**config.mk**
```make
export PLATFORM = sky130hd
export DESIGN_NAME = kalman_angle_rate_tracker_flat
export DESIGN_NICKNAME = d
export VERILOG_FILES = /design/src/rtl/kart_pkg.sv /design/src/rtl/kart_if.sv /design/src/rtl/kart_arith.sv /design/src/rtl/kalman_angle_rate_tracker.sv /design/src/flat_wrapper.sv
export SDC_FILE = /design/constraint.sdc
export NUM_CORES = 2
export LEC_CHECK = 0
export ABC_CLOCK_PERIOD_IN_PS = 9500
export BUFFER_PORTS_ARGS = -buffer_cell sky130_fd_sc_hd__buf_2
export CAP_MARGIN = 25
export CELL_PAD_IN_SITES_DETAIL_PLACEMENT = 0
export CELL_PAD_IN_SITES_GLOBAL_PLACEMENT = 2
export CORE_ASPECT_RATIO = 2
export CORE_UTILIZATION = 36
export DETAILED_ROUTE_END_ITERATION = 10
export HOLD_SLACK_MARGIN = 0.15
export PLACE_DENSITY = 0.75
export SYNTH_ARGS = -nofsm -noshare
export SYNTH_HDL_FRONTEND = slang
export SYNTH_SLANG_ARGS = --single-unit
```
**constraint.sdc**
```tcl
create_clock -name clk_i -period 9.5 [get_ports clk_i]
set_input_delay 0.95 -clock clk_i [delete_from_list [all_inputs] [get_ports clk_i]]
set_output_delay 0.95 -clock clk_i [all_outputs]
set_load 0.005 [all_outputs]
```
**src/rtl/kart_pkg.sv**
```systemverilog
package kart_pkg;

  localparam int unsigned WordW = 32;
  localparam int unsigned FracW = 24;
  localparam int unsigned CfgW = 31;
  localparam int unsigned AddrW = 5;
  localparam int unsigned DivStepsW = 6;

  localparam logic signed [WordW-1:0] WordMax = {1'b0, {(WordW-1){1'b1}}};
  localparam logic signed [WordW-1:0] WordMin = {1'b1, {(WordW-1){1'b0}}};
  localparam logic signed [WordW-1:0] FixOne = WordW'(1) <<< FracW;

  localparam logic [AddrW-1:0] AddrStep = 5'd0;
  localparam logic [AddrW-1:0] AddrQa = 5'd4;
  localparam logic [AddrW-1:0] AddrQr = 5'd8;
  localparam logic [AddrW-1:0] AddrR = 5'd12;
  localparam logic [AddrW-1:0] AddrGate = 5'd16;

  localparam logic [CfgW-1:0] RstStep = 31'd335544;
  localparam logic [CfgW-1:0] RstQa = 31'd16777;
  localparam logic [CfgW-1:0] RstQr = 31'd50332;
  localparam logic [CfgW-1:0] RstR = 31'd1677722;
  localparam logic [CfgW-1:0] RstGate = 31'd1678;

  typedef enum logic [0:0] {
    OpPredict = 1'b0,
    OpUpdate = 1'b1
  } op_e;

  // Arithmetic request into the shared serial unit
  typedef enum logic [0:0] {
    AuMul = 1'b0,
    AuDiv = 1'b1
  } au_op_e;

  typedef struct packed {
    logic start;
    au_op_e op;
  } au_req_t;

  typedef struct packed {
    logic busy;
    logic done;
  } au_sts_t;

  typedef enum logic [5:0] {
    SIdle, SPrA, SPrDiv, SPrMul0, SPrMul1, SPrFin,
    SUpA, SUpChi0, SUpChi1, SUpGate, SUpK0, SUpK1, SUpM0, SUpM1, SUpM2,
    SUpM3, SUpM4, SUpM5, SUpM6, SUpM7, SUpM8, SUpM9, SUpM10, SUpM11,
    SUpFin, SOut
  } seq_e;

  function automatic logic signed [WordW-1:0] sat_add(
    input logic signed [WordW-1:0] a, input logic signed [WordW-1:0] b);
    logic signed [WordW:0] s;
    s = {a[WordW-1], a} + {b[WordW-1], b};
    if (s[WordW] != s[WordW-1]) return s[WordW] ? WordMin : WordMax;
    return s[WordW-1:0];
  endfunction

  function automatic logic signed [WordW-1:0] sat_sub(
    input logic signed [WordW-1:0] a, input logic signed [WordW-1:0] b);
    logic signed [WordW:0] s;
    s = {a[WordW-1], a} - {b[WordW-1], b};
    if (s[WordW] != s[WordW-1]) return s[WordW] ? WordMin : WordMax;
    return s[WordW-1:0];
  endfunction

endpackage

```
**src/rtl/kart_if.sv**
```systemverilog
interface kart_in_if;
  logic valid;
  logic ready;
  logic opcode;
  logic signed [kart_pkg::WordW-1:0] measurement;
  modport source(output valid, opcode, measurement, input ready);
  modport sink(input valid, opcode, measurement, output ready);
endinterface

interface kart_out_if;
  logic valid;
  logic ready;
  logic signed [kart_pkg::WordW-1:0] angle_estimate;
  logic signed [kart_pkg::WordW-1:0] rate_estimate;
  logic gated;
  logic [31:0] reject_total;
  modport source(output valid, angle_estimate, rate_estimate, gated, reject_total,
    input ready);
  modport sink(input valid, angle_estimate, rate_estimate, gated, reject_total,
    output ready);
endinterface

```
**src/rtl/kart_arith.sv**
```systemverilog
// Shared bit-serial multiplier / divider: one bit per cycle, sign-magnitude,
// magnitude truncated, result saturated to the word range.
module kart_arith (
  input  logic                                clk_i,
  input  logic                                rst_ni,
  input  kart_pkg::au_req_t                   req_i,
  input  logic signed [kart_pkg::WordW-1:0]   a_i,
  input  logic signed [kart_pkg::WordW-1:0]   b_i,
  output kart_pkg::au_sts_t                   sts_o,
  output logic signed [kart_pkg::WordW-1:0]   res_o
);
  localparam int unsigned W = kart_pkg::WordW;
  localparam int unsigned F = kart_pkg::FracW;
  localparam int unsigned PW = 2 * W;
  localparam int unsigned DivN = W + F;

  logic busy_q, busy_d, done_q, done_d;
  kart_pkg::au_op_e op_q, op_d;
  logic neg_q, neg_d, zero_q, zero_d;
  logic [W-1:0] x_q, x_d;          // multiplier bits / divisor
  logic [PW-1:0] acc_q, acc_d;     // product or remainder
  logic [DivN-1:0] sh_q, sh_d;     // multiplicand / dividend-quotient
  logic [kart_pkg::DivStepsW:0] cnt_q, cnt_d;
  logic signed [W-1:0] res_q, res_d;

  logic [W-1:0] ma, mb;
  logic [PW:0] trial;
  logic [W:0] psum;
  logic [PW-1:0] mag;

  assign ma = a_i[W-1] ? W'(-a_i) : W'(a_i);
  assign mb = b_i[W-1] ? W'(-b_i) : W'(b_i);
  assign trial = {acc_q, sh_q[DivN-1]} - {(PW+1-W)'(0), x_q};
  assign psum = {1'b0, acc_q[PW-1:W]} + (x_q[0] ? {1'b0, sh_q[W-1:0]} : (W+1)'(0));

  always_comb begin
    busy_d = busy_q;
    done_d = 1'b0;
    op_d = op_q;
    neg_d = neg_q;
    zero_d = zero_q;
    x_d = x_q;
    acc_d = acc_q;
    sh_d = sh_q;
    cnt_d = cnt_q;
    res_d = res_q;
    mag = '0;
    if (req_i.start && !busy_q) begin
      // load operands
      busy_d = 1'b1;
      op_d = req_i.op;
      neg_d = a_i[W-1] ^ b_i[W-1];
      zero_d = (ma == '0);
      acc_d = '0;
      cnt_d = '0;
      if (req_i.op == kart_pkg::AuMul) begin
        x_d = mb;
        sh_d = DivN'(ma);
      end else begin
        x_d = mb;
        sh_d = {ma, F'(0)};
      end
    end else if (busy_q) begin
      cnt_d = cnt_q + 1'b1;
      if (op_q == kart_pkg::AuMul) begin
        // add multiplicand to the upper half when bit set, then shift right
        acc_d = {psum, acc_q[W-1:1]};
        x_d = x_q >> 1;
        if (cnt_q == (kart_pkg::DivStepsW+1)'(W - 1)) begin
          busy_d = 1'b0;
          done_d = 1'b1;
          mag = acc_d >> F;
        end
      end else begin
        // restoring division step
        if (!trial[PW]) begin
          acc_d = trial[PW-1:0];
          sh_d = {sh_q[DivN-2:0], 1'b1};
        end else begin
          acc_d = {acc_q[PW-2:0], sh_q[DivN-1]};
          sh_d = {sh_q[DivN-2:0], 1'b0};
        end
        if (cnt_q == (kart_pkg::DivStepsW+1)'(DivN - 1)) begin
          busy_d = 1'b0;
          done_d = 1'b1;
          mag = PW'(sh_d);
        end
      end
      if (done_d) begin
        if (op_q == kart_pkg::AuDiv && zero_q) res_d = '0;
        else if (op_q == kart_pkg::AuDiv && x_q == '0)
          res_d = neg_q ? kart_pkg::WordMin : kart_pkg::WordMax;
        else if (!neg_q)
          res_d = (mag > PW'(kart_pkg::WordMax)) ? kart_pkg::WordMax : W'(mag);
        else
          res_d = (mag > PW'({1'b1, (W-1)'(0)})) ? kart_pkg::WordMin : W'(-mag);
      end
    end
  end

  always_ff @(posedge clk_i or negedge rst_ni) begin
    if (!rst_ni) begin
      busy_q <= 1'b0;
      done_q <= 1'b0;
      cnt_q <= '0;
    end else begin
      busy_q <= busy_d;
      done_q <= done_d;
      cnt_q <= cnt_d;
    end
  end

  always_ff @(posedge clk_i) begin
    op_q <= op_d;
    neg_q <= neg_d;
    zero_q <= zero_d;
    x_q <= x_d;
    acc_q <= acc_d;
    sh_q <= sh_d;
    res_q <= res_d;
  end

  assign sts_o = '{busy: busy_q, done: done_q};
  assign res_o = res_q;

`ifndef SYNTHESIS
  a_done_ends_busy: assert property (@(posedge clk_i) disable iff (!rst_ni)
    done_q |-> $past(busy_q) && !busy_q) else $error("done without busy");
  a_no_overlap: assert property (@(posedge clk_i) disable iff (!rst_ni)
    busy_q && !done_d |=> busy_q) else $error("unit dropped busy");
  a_cnt_bound: assert property (@(posedge clk_i) disable iff (!rst_ni)
    cnt_q <= (kart_pkg::DivStepsW+1)'(DivN)) else $error("count overrun");
`endif
endmodule

```
**src/rtl/kalman_angle_rate_tracker.sv**
```systemverilog
// Two-state angle / angle-rate Kalman tracker, Q8.24 fixed point.
// Input channel in_if carries opcode (0 predict with angle, 1 update with
// rate) and measurement; output channel out_if returns one word per item:
// angle and rate estimates, gated flag and the running reject count.
// The APB port writes the five 31-bit registers at byte addresses 0..16;
// reads return them. Write only while no item is in flight.
// All multiplies and divides run on one bit-serial unit, one bit per cycle.
// The input is ready again once the result is loaded into the output
// register. One item is processed at a time.
// Results go to an output register; while it holds an unaccepted word the
// next item is still accepted and processed, and the engine then waits for
// the stalled receiver before the input is ready again.
// Reset: angle and rate 0, covariance identity, reject count 0, registers
// at their documented defaults, output empty.
module kalman_angle_rate_tracker (
  input  logic                         clk_i,
  input  logic                         rst_ni,
  kart_in_if.sink                      in_if,
  kart_out_if.source                   out_if,
  input  logic                         psel,
  input  logic                         penable,
  input  logic                         pwrite,
  input  logic [kart_pkg::AddrW-1:0]   paddr,
  input  logic [31:0]                  pwdata,
  output logic [31:0]                  prdata,
  output logic                         pready
);
  localparam int unsigned W = kart_pkg::WordW;
  typedef logic signed [W-1:0] w_t;

  logic [kart_pkg::CfgW-1:0] step_q, qa_q, qr_q, r_q, gate_q;
  w_t ang_q, ang_d, rate_q, rate_d, p0_q, p0_d, p1_q, p1_d, p2_q, p2_d;
  w_t p3_q, p3_d;
  w_t meas_q, meas_d, y_q, y_d, s_q, s_d, k0_q, k0_d, k1_q, k1_d;
  w_t t0_q, t0_d, t1_q, t1_d, t2_q, t2_d, t3_q, t3_d, u_q, u_d;
  logic [31:0] rej_q, rej_d;
  logic gated_q, gated_d, ov_q, ov_d;
  w_t oang_q, oang_d, orate_q, orate_d;
  logic [31:0] orej_q, orej_d;
  logic ogated_q, ogated_d;
  kart_pkg::seq_e st_q, st_d;

  kart_pkg::au_req_t req;
  kart_pkg::au_sts_t sts;
  w_t au_a, au_b, au_r;

  w_t dt, rr;
  assign dt = w_t'({1'b0, step_q});
  assign rr = w_t'({1'b0, r_q});

  kart_arith u_arith (
    .clk_i(clk_i), .rst_ni(rst_ni), .req_i(req), .a_i(au_a), .b_i(au_b),
    .sts_o(sts), .res_o(au_r)
  );

  // Register file writes and reads
  assign pready = 1'b1;
  always_ff @(posedge clk_i or negedge rst_ni) begin
    if (!rst_ni) begin
      step_q <= kart_pkg::RstStep;
      qa_q <= kart_pkg::RstQa;
      qr_q <= kart_pkg::RstQr;
      r_q <= kart_pkg::RstR;
      gate_q <= kart_pkg::RstGate;
    end else if (psel && penable && pwrite) begin
      unique case (paddr)
        kart_pkg::AddrStep: step_q <= pwdata[30:0];
        kart_pkg::AddrQa: qa_q <= pwdata[30:0];
        kart_pkg::AddrQr: qr_q <= pwdata[30:0];
        kart_pkg::AddrR: r_q <= pwdata[30:0];
        kart_pkg::AddrGate: gate_q <= pwdata[30:0];
        default: ;
      endcase
    end
  end

  always_comb begin
    unique case (paddr)
      kart_pkg::AddrStep: prdata = {1'b0, step_q};
      kart_pkg::AddrQa: prdata = {1'b0, qa_q};
      kart_pkg::AddrQr: prdata = {1'b0, qr_q};
      kart_pkg::AddrR: prdata = {1'b0, r_q};
      kart_pkg::AddrGate: prdata = {1'b0, gate_q};
      default: prdata = '0;
    endcase
  end

  assign in_if.ready = (st_q == kart_pkg::SIdle);
  assign out_if.valid = ov_q;
  assign out_if.angle_estimate = oang_q;
  assign out_if.rate_estimate = orate_q;
  assign out_if.gated = ogated_q;
  assign out_if.reject_total = orej_q;

  // Sequencer: issue at most one serial op per step, fold results into state
  always_comb begin
    st_d = st_q;
    ang_d = ang_q; rate_d = rate_q;
    p0_d = p0_q; p1_d = p1_q; p2_d = p2_q; p3_d = p3_q;
    meas_d = meas_q; y_d = y_q; s_d = s_q; k0_d = k0_q; k1_d = k1_q;
    t0_d = t0_q; t1_d = t1_q; t2_d = t2_q; t3_d = t3_q; u_d = u_q;
    rej_d = rej_q; gated_d = gated_q;
    oang_d = oang_q; orate_d = orate_q; ogated_d = ogated_q; orej_d = orej_q;
    ov_d = ov_q && !out_if.ready;
    req = '{start: 1'b0, op: kart_pkg::AuMul};
    au_a = '0; au_b = '0;
    unique case (st_q)
      kart_pkg::SIdle: begin
        if (in_if.valid && in_if.ready) begin
          meas_d = in_if.measurement;
          gated_d = 1'b0;
          st_d = (in_if.opcode == kart_pkg::OpUpdate) ? kart_pkg::SUpA
                                                       : kart_pkg::SPrA;
        end
      end
      kart_pkg::SPrA: begin
        req = '{start: 1'b1, op: kart_pkg::AuDiv};
        au_a = kart_pkg::sat_sub(meas_q, ang_q); au_b = dt;
        st_d = kart_pkg::SPrDiv;
      end
      kart_pkg::SPrDiv: if (sts.done) begin
        y_d = au_r;
        req = '{start: 1'b1, op: kart_pkg::AuMul};
        au_a = dt; au_b = p2_q;
        st_d = kart_pkg::SPrMul0;
      end
      kart_pkg::SPrMul0: if (sts.done) begin
        t0_d = au_r;
        req = '{start: 1'b1, op: kart_pkg::AuMul};
        au_a = dt; au_b = p3_q;
        st_d = kart_pkg::SPrMul1;
      end
      kart_pkg::SPrMul1: if (sts.done) begin
        t1_d = au_r;
        st_d = kart_pkg::SPrFin;
      end
      kart_pkg::SPrFin: begin
        p0_d = kart_pkg::sat_add(kart_pkg::sat_add(p0_q, t0_q), w_t'({1'b0, qa_q}));
        p1_d = kart_pkg::sat_add(p1_q, t1_q);
        p3_d = kart_pkg::sat_add(p3_q, w_t'({1'b0, qr_q}));
        ang_d = meas_q; rate_d = y_q;
        st_d = kart_pkg::SOut;
      end
      kart_pkg::SUpA: begin
        y_d = kart_pkg::sat_sub(meas_q, rate_q);
        s_d = kart_pkg::sat_add(p3_q, rr);
        req = '{start: 1'b1, op: kart_pkg::AuMul};
        au_a = kart_pkg::sat_sub(meas_q, rate_q);
        au_b = kart_pkg::sat_add(p3_q, rr);
        st_d = kart_pkg::SUpChi0;
      end
      kart_pkg::SUpChi0: if (sts.done) begin
        req = '{start: 1'b1, op: kart_pkg::AuMul};
        au_a = au_r; au_b = y_q;
        st_d = kart_pkg::SUpChi1;
      end
      kart_pkg::SUpChi1: if (sts.done) begin
        u_d = au_r;
        st_d = kart_pkg::SUpGate;
      end
      kart_pkg::SUpGate: begin
        if (u_q > w_t'({1'b0, gate_q})) begin
          rej_d = rej_q + 32'd1; gated_d = 1'b1;
          st_d = kart_pkg::SOut;
        end else begin
          req = '{start: 1'b1, op: kart_pkg::AuDiv};
          au_a = p1_q; au_b = s_q;
          st_d = kart_pkg::SUpK0;
        end
      end
      kart_pkg::SUpK0: if (sts.done) begin
        k0_d = au_r;
        req = '{start: 1'b1, op: kart_pkg::AuDiv};
        au_a = p3_q; au_b = s_q;
        st_d = kart_pkg::SUpK1;
      end
      kart_pkg::SUpK1: if (sts.done) begin
        k1_d = au_r;
        req = '{start: 1'b1, op: kart_pkg::AuMul};
        au_a = k0_q; au_b = p2_q;
        st_d = kart_pkg::SUpM0;
      end
      kart_pkg::SUpM0: if (sts.done) begin
        t0_d = kart_pkg::sat_sub(p0_q, au_r);
        req = '{start: 1'b1, op: kart_pkg::AuMul};
        au_a = k0_q; au_b = p3_q;
        st_d = kart_pkg::SUpM1;
      end
      kart_pkg::SUpM1: if (sts.done) begin
        t1_d = kart_pkg::sat_sub(p1_q, au_r);
        req = '{start: 1'b1, op: kart_pkg::AuMul};
        au_a = kart_pkg::sat_sub(kart_pkg::FixOne, k1_q); au_b = p2_q;
        st_d = kart_pkg::SUpM2;
      end
      kart_pkg::SUpM2: if (sts.done) begin
        t2_d = au_r;
        req = '{start: 1'b1, op: kart_pkg::AuMul};
        au_a = kart_pkg::sat_sub(kart_pkg::FixOne, k1_q); au_b = p3_q;
        st_d = kart_pkg::SUpM3;
      end
      kart_pkg::SUpM3: if (sts.done) begin
        t3_d = au_r;
        req = '{start: 1'b1, op: kart_pkg::AuMul};
        au_a = k0_q; au_b = rr;
        st_d = kart_pkg::SUpM4;
      end
      kart_pkg::SUpM4: if (sts.done) begin
        u_d = au_r; // k0*R
        req = '{start: 1'b1, op: kart_pkg::AuMul};
        au_a = au_r; au_b = k0_q;
        st_d = kart_pkg::SUpM5;
      end
      kart_pkg::SUpM5: if (sts.done) begin
        p0_d = kart_pkg::sat_add(t0_q, au_r);
        req = '{start: 1'b1, op: kart_pkg::AuMul};
        au_a = u_q; au_b = k1_q;
        st_d = kart_pkg::SUpM6;
      end
      kart_pkg::SUpM6: if (sts.done) begin
        p1_d = kart_pkg::sat_add(t1_q, au_r);
        req = '{start: 1'b1, op: kart_pkg::AuMul};
        au_a = k1_q; au_b = rr;
        st_d = kart_pkg::SUpM7;
      end
      kart_pkg::SUpM7: if (sts.done) begin
        u_d = au_r; // k1*R
        req = '{start: 1'b1, op: kart_pkg::AuMul};
        au_a = au_r; au_b = k0_q;
        st_d = kart_pkg::SUpM8;
      end
      kart_pkg::SUpM8: if (sts.done) begin
        p2_d = kart_pkg::sat_add(t2_q, au_r);
        req = '{start: 1'b1, op: kart_pkg::AuMul};
        au_a = u_q; au_b = k1_q;
        st_d = kart_pkg::SUpM9;
      end
      kart_pkg::SUpM9: if (sts.done) begin
        p3_d = kart_pkg::sat_add(t3_q, au_r);
        req = '{start: 1'b1, op: kart_pkg::AuMul};
        au_a = k0_q; au_b = y_q;
        st_d = kart_pkg::SUpM10;
      end
      kart_pkg::SUpM10: if (sts.done) begin
        ang_d = kart_pkg::sat_add(ang_q, au_r);
        req = '{start: 1'b1, op: kart_pkg::AuMul};
        au_a = k1_q; au_b = y_q;
        st_d = kart_pkg::SUpM11;
      end
      kart_pkg::SUpM11: if (sts.done) begin
        rate_d = kart_pkg::sat_add(rate_q, au_r);
        st_d = kart_pkg::SUpFin;
      end
      kart_pkg::SUpFin: st_d = kart_pkg::SOut;
      kart_pkg::SOut: begin
        // hold until the result register is free, then load it
        if (!ov_q || out_if.ready) begin
          oang_d = ang_q; orate_d = rate_q;
          ogated_d = gated_q; orej_d = rej_q;
          ov_d = 1'b1;
          st_d = kart_pkg::SIdle;
        end
      end
      default: st_d = kart_pkg::SIdle;
    endcase
  end

  always_ff @(posedge clk_i or negedge rst_ni) begin
    if (!rst_ni) begin
      st_q <= kart_pkg::SIdle;
      ov_q <= 1'b0;
      ang_q <= '0; rate_q <= '0;
      p0_q <= kart_pkg::FixOne; p1_q <= '0; p2_q <= '0; p3_q <= kart_pkg::FixOne;
      rej_q <= '0;
      gated_q <= 1'b0;
      oang_q <= '0; orate_q <= '0; ogated_q <= 1'b0; orej_q <= '0;
    end else begin
      st_q <= st_d;
      ov_q <= ov_d;
      ang_q <= ang_d; rate_q <= rate_d;
      p0_q <= p0_d; p1_q <= p1_d; p2_q <= p2_d; p3_q <= p3_d;
      rej_q <= rej_d;
      gated_q <= gated_d;
      oang_q <= oang_d; orate_q <= orate_d; ogated_q <= ogated_d; orej_q <= orej_d;
    end
  end

  always_ff @(posedge clk_i) begin
    meas_q <= meas_d; y_q <= y_d; s_q <= s_d; k0_q <= k0_d; k1_q <= k1_d;
    t0_q <= t0_d; t1_q <= t1_d; t2_q <= t2_d; t3_q <= t3_d; u_q <= u_d;
  end

`ifndef SYNTHESIS
  a_rej_step: assert property (@(posedge clk_i) disable iff (!rst_ni)
    rej_q != $past(rej_q) |-> rej_q == $past(rej_q) + 32'd1 && gated_q)
    else $error("reject count jump");
  a_busy_unit: assert property (@(posedge clk_i) disable iff (!rst_ni)
    st_q == kart_pkg::SIdle |-> !sts.busy) else $error("unit busy when idle");
  a_out_hold: assert property (@(posedge clk_i) disable iff (!rst_ni)
    out_if.valid && !out_if.ready |=> out_if.valid
      && $stable(out_if.angle_estimate) && $stable(out_if.reject_total))
    else $error("result word changed while stalled");
`endif
endmodule
```
**src/flat_wrapper.sv**
```systemverilog
// flat-port wrapper written by rule: the top's interface ports become plain ports
module kalman_angle_rate_tracker_flat 
  (clk_i, rst_ni, psel, penable, pwrite, paddr, pwdata, prdata, pready, in_if_valid, in_if_opcode, in_if_measurement, in_if_ready, out_if_valid, out_if_angle_estimate, out_if_rate_estimate, out_if_gated, out_if_reject_total, out_if_ready);
  kart_in_if in_if_i ();
  kart_out_if out_if_i ();
  input  logic clk_i;
  input  logic rst_ni;
  input  logic psel;
  input  logic penable;
  input  logic pwrite;
  input  logic [kart_pkg::AddrW-1:0] paddr;
  input  logic [31:0] pwdata;
  output logic [31:0] prdata;
  output logic pready;
  input wire logic [$bits(in_if_i.valid)-1:0] in_if_valid;
  input wire logic [$bits(in_if_i.opcode)-1:0] in_if_opcode;
  input wire logic [$bits(in_if_i.measurement)-1:0] in_if_measurement;
  output wire logic [$bits(in_if_i.ready)-1:0] in_if_ready;
  output wire logic [$bits(out_if_i.valid)-1:0] out_if_valid;
  output wire logic [$bits(out_if_i.angle_estimate)-1:0] out_if_angle_estimate;
  output wire logic [$bits(out_if_i.rate_estimate)-1:0] out_if_rate_estimate;
  output wire logic [$bits(out_if_i.gated)-1:0] out_if_gated;
  output wire logic [$bits(out_if_i.reject_total)-1:0] out_if_reject_total;
  input wire logic [$bits(out_if_i.ready)-1:0] out_if_ready;
  assign in_if_i.valid = in_if_valid;
  assign in_if_i.opcode = in_if_opcode;
  assign in_if_i.measurement = in_if_measurement;
  assign in_if_ready = in_if_i.ready;
  assign out_if_valid = out_if_i.valid;
  assign out_if_angle_estimate = out_if_i.angle_estimate;
  assign out_if_rate_estimate = out_if_i.rate_estimate;
  assign out_if_gated = out_if_i.gated;
  assign out_if_reject_total = out_if_i.reject_total;
  assign out_if_i.ready = out_if_ready;
  kalman_angle_rate_tracker u_core (.clk_i(clk_i), .rst_ni(rst_ni), .in_if(in_if_i), .out_if(out_if_i), .psel(psel), .penable(penable), .pwrite(pwrite), .paddr(paddr), .pwdata(pwdata), .prdata(prdata), .pready(pready));
endmodule
```
==> flow_summary.yaml <==
outcome:
  status: "complete, no violations"
logic_synthesis:
  yosys_warnings: 0
  async_reset_ff_share_pct: 49.2
  synth_xor_area_share_pct: 6.32
  synth_common_cells: "nand2_1, nor2_1, a21oi_1"
  avgSynthCellArea_um2: 9.08
  synth_compound_area_share_pct: 23.6
  netlist_instances: 7378
  synth_top_area_share_pct: 18.4
  synthSimpleGateAreaFrac_pct: 16.0
  synth_area_leaders: "edfxtp_1, dfrtp_1, ha_1"
  synth_most_common_cell: "nand2_1"
  ys_ff_latch: 935
  synth_ff_type: "dfrtp_1"
  synth-edff-count: 411
  ys_seq_area_share_pct: 37.6
  synth_top_family_by_area: "compound AO/OA/AOI/OAI gates"
  synth_top_cell_by_area: "edfxtp_1"
  synth-adder-area-share_pct: 8.89
  syn_area_um2: 67000
  muxShareOfSynthArea_pct: 3.94
  mappedNetlistNets: 7919
  yosysUniqueCellTypes: 108
layout:
  largest_register_ff_count: 64
  max_flop_register: "u_core.u_arith.acc_q"
  layout-drive-gt1-share_pct: 12.0
  multiInputGateArea_um2: 39500
  reg_top3: "u_core.u_arith.acc_q: 64 flops, u_core.u_arith.sh_q: 56 flops"
  stdcell_count: 10100
  area_delta_synth_final_pct: 11.5
  nFillCells: 18800
  layout.area.seq_um2: 25200
  num-nets-final: 8052
global_routing:
  grt_max_degree: 156
  grt_pass1_vias: 61000
  grt_pass1_wl_um: 435000
  track_usage_pct: 32.0
  antenna_found_initial: 10
  grt.overflow.total: 0
timing:
  period_share_pct: 78.7
  period_minus_slack_ps: 7480
  setup-violations-final: 0
  tightest_slew_ps: 1250
  timing.fmax_mhz: 134
  slew_headroom_pct: 17.0
  holdWs_ps: 268
  fin_worst_skew_ps: 50.9
  rsz0062_at_grt: "no"
  finalHoldViolCount: 0
  worst_slack_ps: 2020
  slew_violations: 0
  setup_tns_ps: 0
floorplanning:
  fp.dieArea_um2: 188000
  boundaryPins: 209
  dieWidth_um: 307
  initial_core_util_pct: 36.3
  rows: 223
  coreArea_um2: 185000
  die_y_um: 612
setup_path:
  cp-start-kind: "register"
  worstSetupPathType: "reg -> reg"
  critical_path.max_fanout: 15
  required_ps: 10090
  worstPathArrival_ps: 8070
  cp-end-kind: "register"
detailed_routing:
  detail-route-antenna-nets: 0
  avgRoutedWirePerCell_um: 30.4
  detail_route.vias_per_cell: 6.06
  num_vias: 61000
  wirelength_um: 307000
  dr.pass1.iters: 10
  drc: 0
  drt_iter0_markers: 5482
place:
  io_buffers: 205
  pre_cts_slack_ps: 2000
  gp_routability_congestion: 0.975
  placed_cells: 9887
  dpl.hpwl_um: 240000
cts:
  cts_root_buf: "clkbuf_16"
  hold_buffers: 0
  clock_sinks: 935
  post_cts_resized: 0
  cts_setup_buffers: 0
  clkTransAtPathRegs_ps: 60
  htreeDepth: 3
  cts_made_buffers: 97
  tritoncts: "built"
  insertion_delay_ps: 760
  clock_path_buffers: 3
pwr:
  powerDensity_nw_per_um2: 324
  p_leak_nw: 31.8
  peakVddDrop_v: 0.000191
min_path:
  hp-class: "in -> async"
run:
  drv_cap: 0
[critical path, stage by stage (launching register included)]
cell,delay (ps)
edfxtp_1,440
ha_1,390
o211ai_1,210
a21oi_1,120
o41ai_1,840
o21ai_1,400
a211oi_2,540
xnor2_1,220
o21ai_1,420
buf_4,310
o211ai_2,140
a2111oi_0,890
nand4_1,320
nor2_1,540
a41oi_1,220
xnor2_1,250
or4_1,470
or4_1,420
nor3_2,160
[cells in the final DEF (no fill, tap or decap), drive strengths merged, types with 92 or more instances in the layout]
cell type  instances
a22oi             92
nor2             562
xor2             149
mux2             199
clkbuf           130
nand2            754
xnor2            334
a21oi            560
nand3            160
ha               451
buf              379
o21ai            521
a22o             100
a221oi           109
inv              304
edfxtp           411
a21o             154
a211oi            97
a222oi            92
dfrtp            420
nor3             217
[through the flow]
stage / total power, mW / cell area, um^2 / utilization (%)
floorplan: 15.0 / 67000 / -
global placement: 19.7 / 71200 / 38.6
detailed placement: 19.9 / 71300 / 38.6
CTS: 24.1 / 74600 / 40.4
global route: 25.6 / 74600 / 40.4
finish: 24.2 / 74600 / 40.4
[final cells by class]
cell class / instances / area share, %
Inverter: 295 / 1.48
Antenna cell: 8 / 0.0268
Timing Repair Buffer: 379 / 3.25
Clock inverter: 53 / 0.798
Sequential cell: 935 / 33.7
Multi-Input combinational cell: 5803 / 52.9
Tap cell: 2475 / 4.15
Clock buffer: 130 / 3.64
[per-layer routing]
metal / vias to the layer above / GRT usage, % / share of wire [%]
li1: 27900 / - / -
met1: 30200 / 32.1 / 34
met2: 2168 / 57.3 / 51
met3: 773 / 3.98 / 5.0
met4: 2 / 29.0 / 11
met5: - / 0 / 0.0039
[path summary, 6_finish.rpt]
check,from,cells past startpoint,slack (ps),endpoint
setup / recovery,u_core.meas_q[2],18,2020,u_core.u_arith.zero_q
hold / removal,rst_ni,1,270,u_core.u_arith.cnt_q[1]
setup reg to reg,u_core.meas_q[2],18,2020,u_core.u_arith.zero_q
hold reg to reg,u_core.rej_q[20],1,480,u_core.rej_q[20]
max in group asynchronous,rst_ni,3,6920,u_core.p3_q[0]
min in group clk_i,in_if_measurement[15],1,380,u_core.meas_q[15]
[cell families (layout without fill, tap and decap cells)]
group           after synthesis  in the layout
compound gates             2340           2340
simple gates               2270           2270
flops                       935            935
buf+inv                     640            857
xor+xnor                    483            483
fa+ha+maj                   469            469
mux                         239            239
other cells                   2             10
[power by group]
group	internal, mW	switching, mW
clock network	2.28	1.90
registers	5.25	1.30
logic	4.95	8.50
total	12.5	11.7
Note: power is estimated with default switching activity, not from simulation.
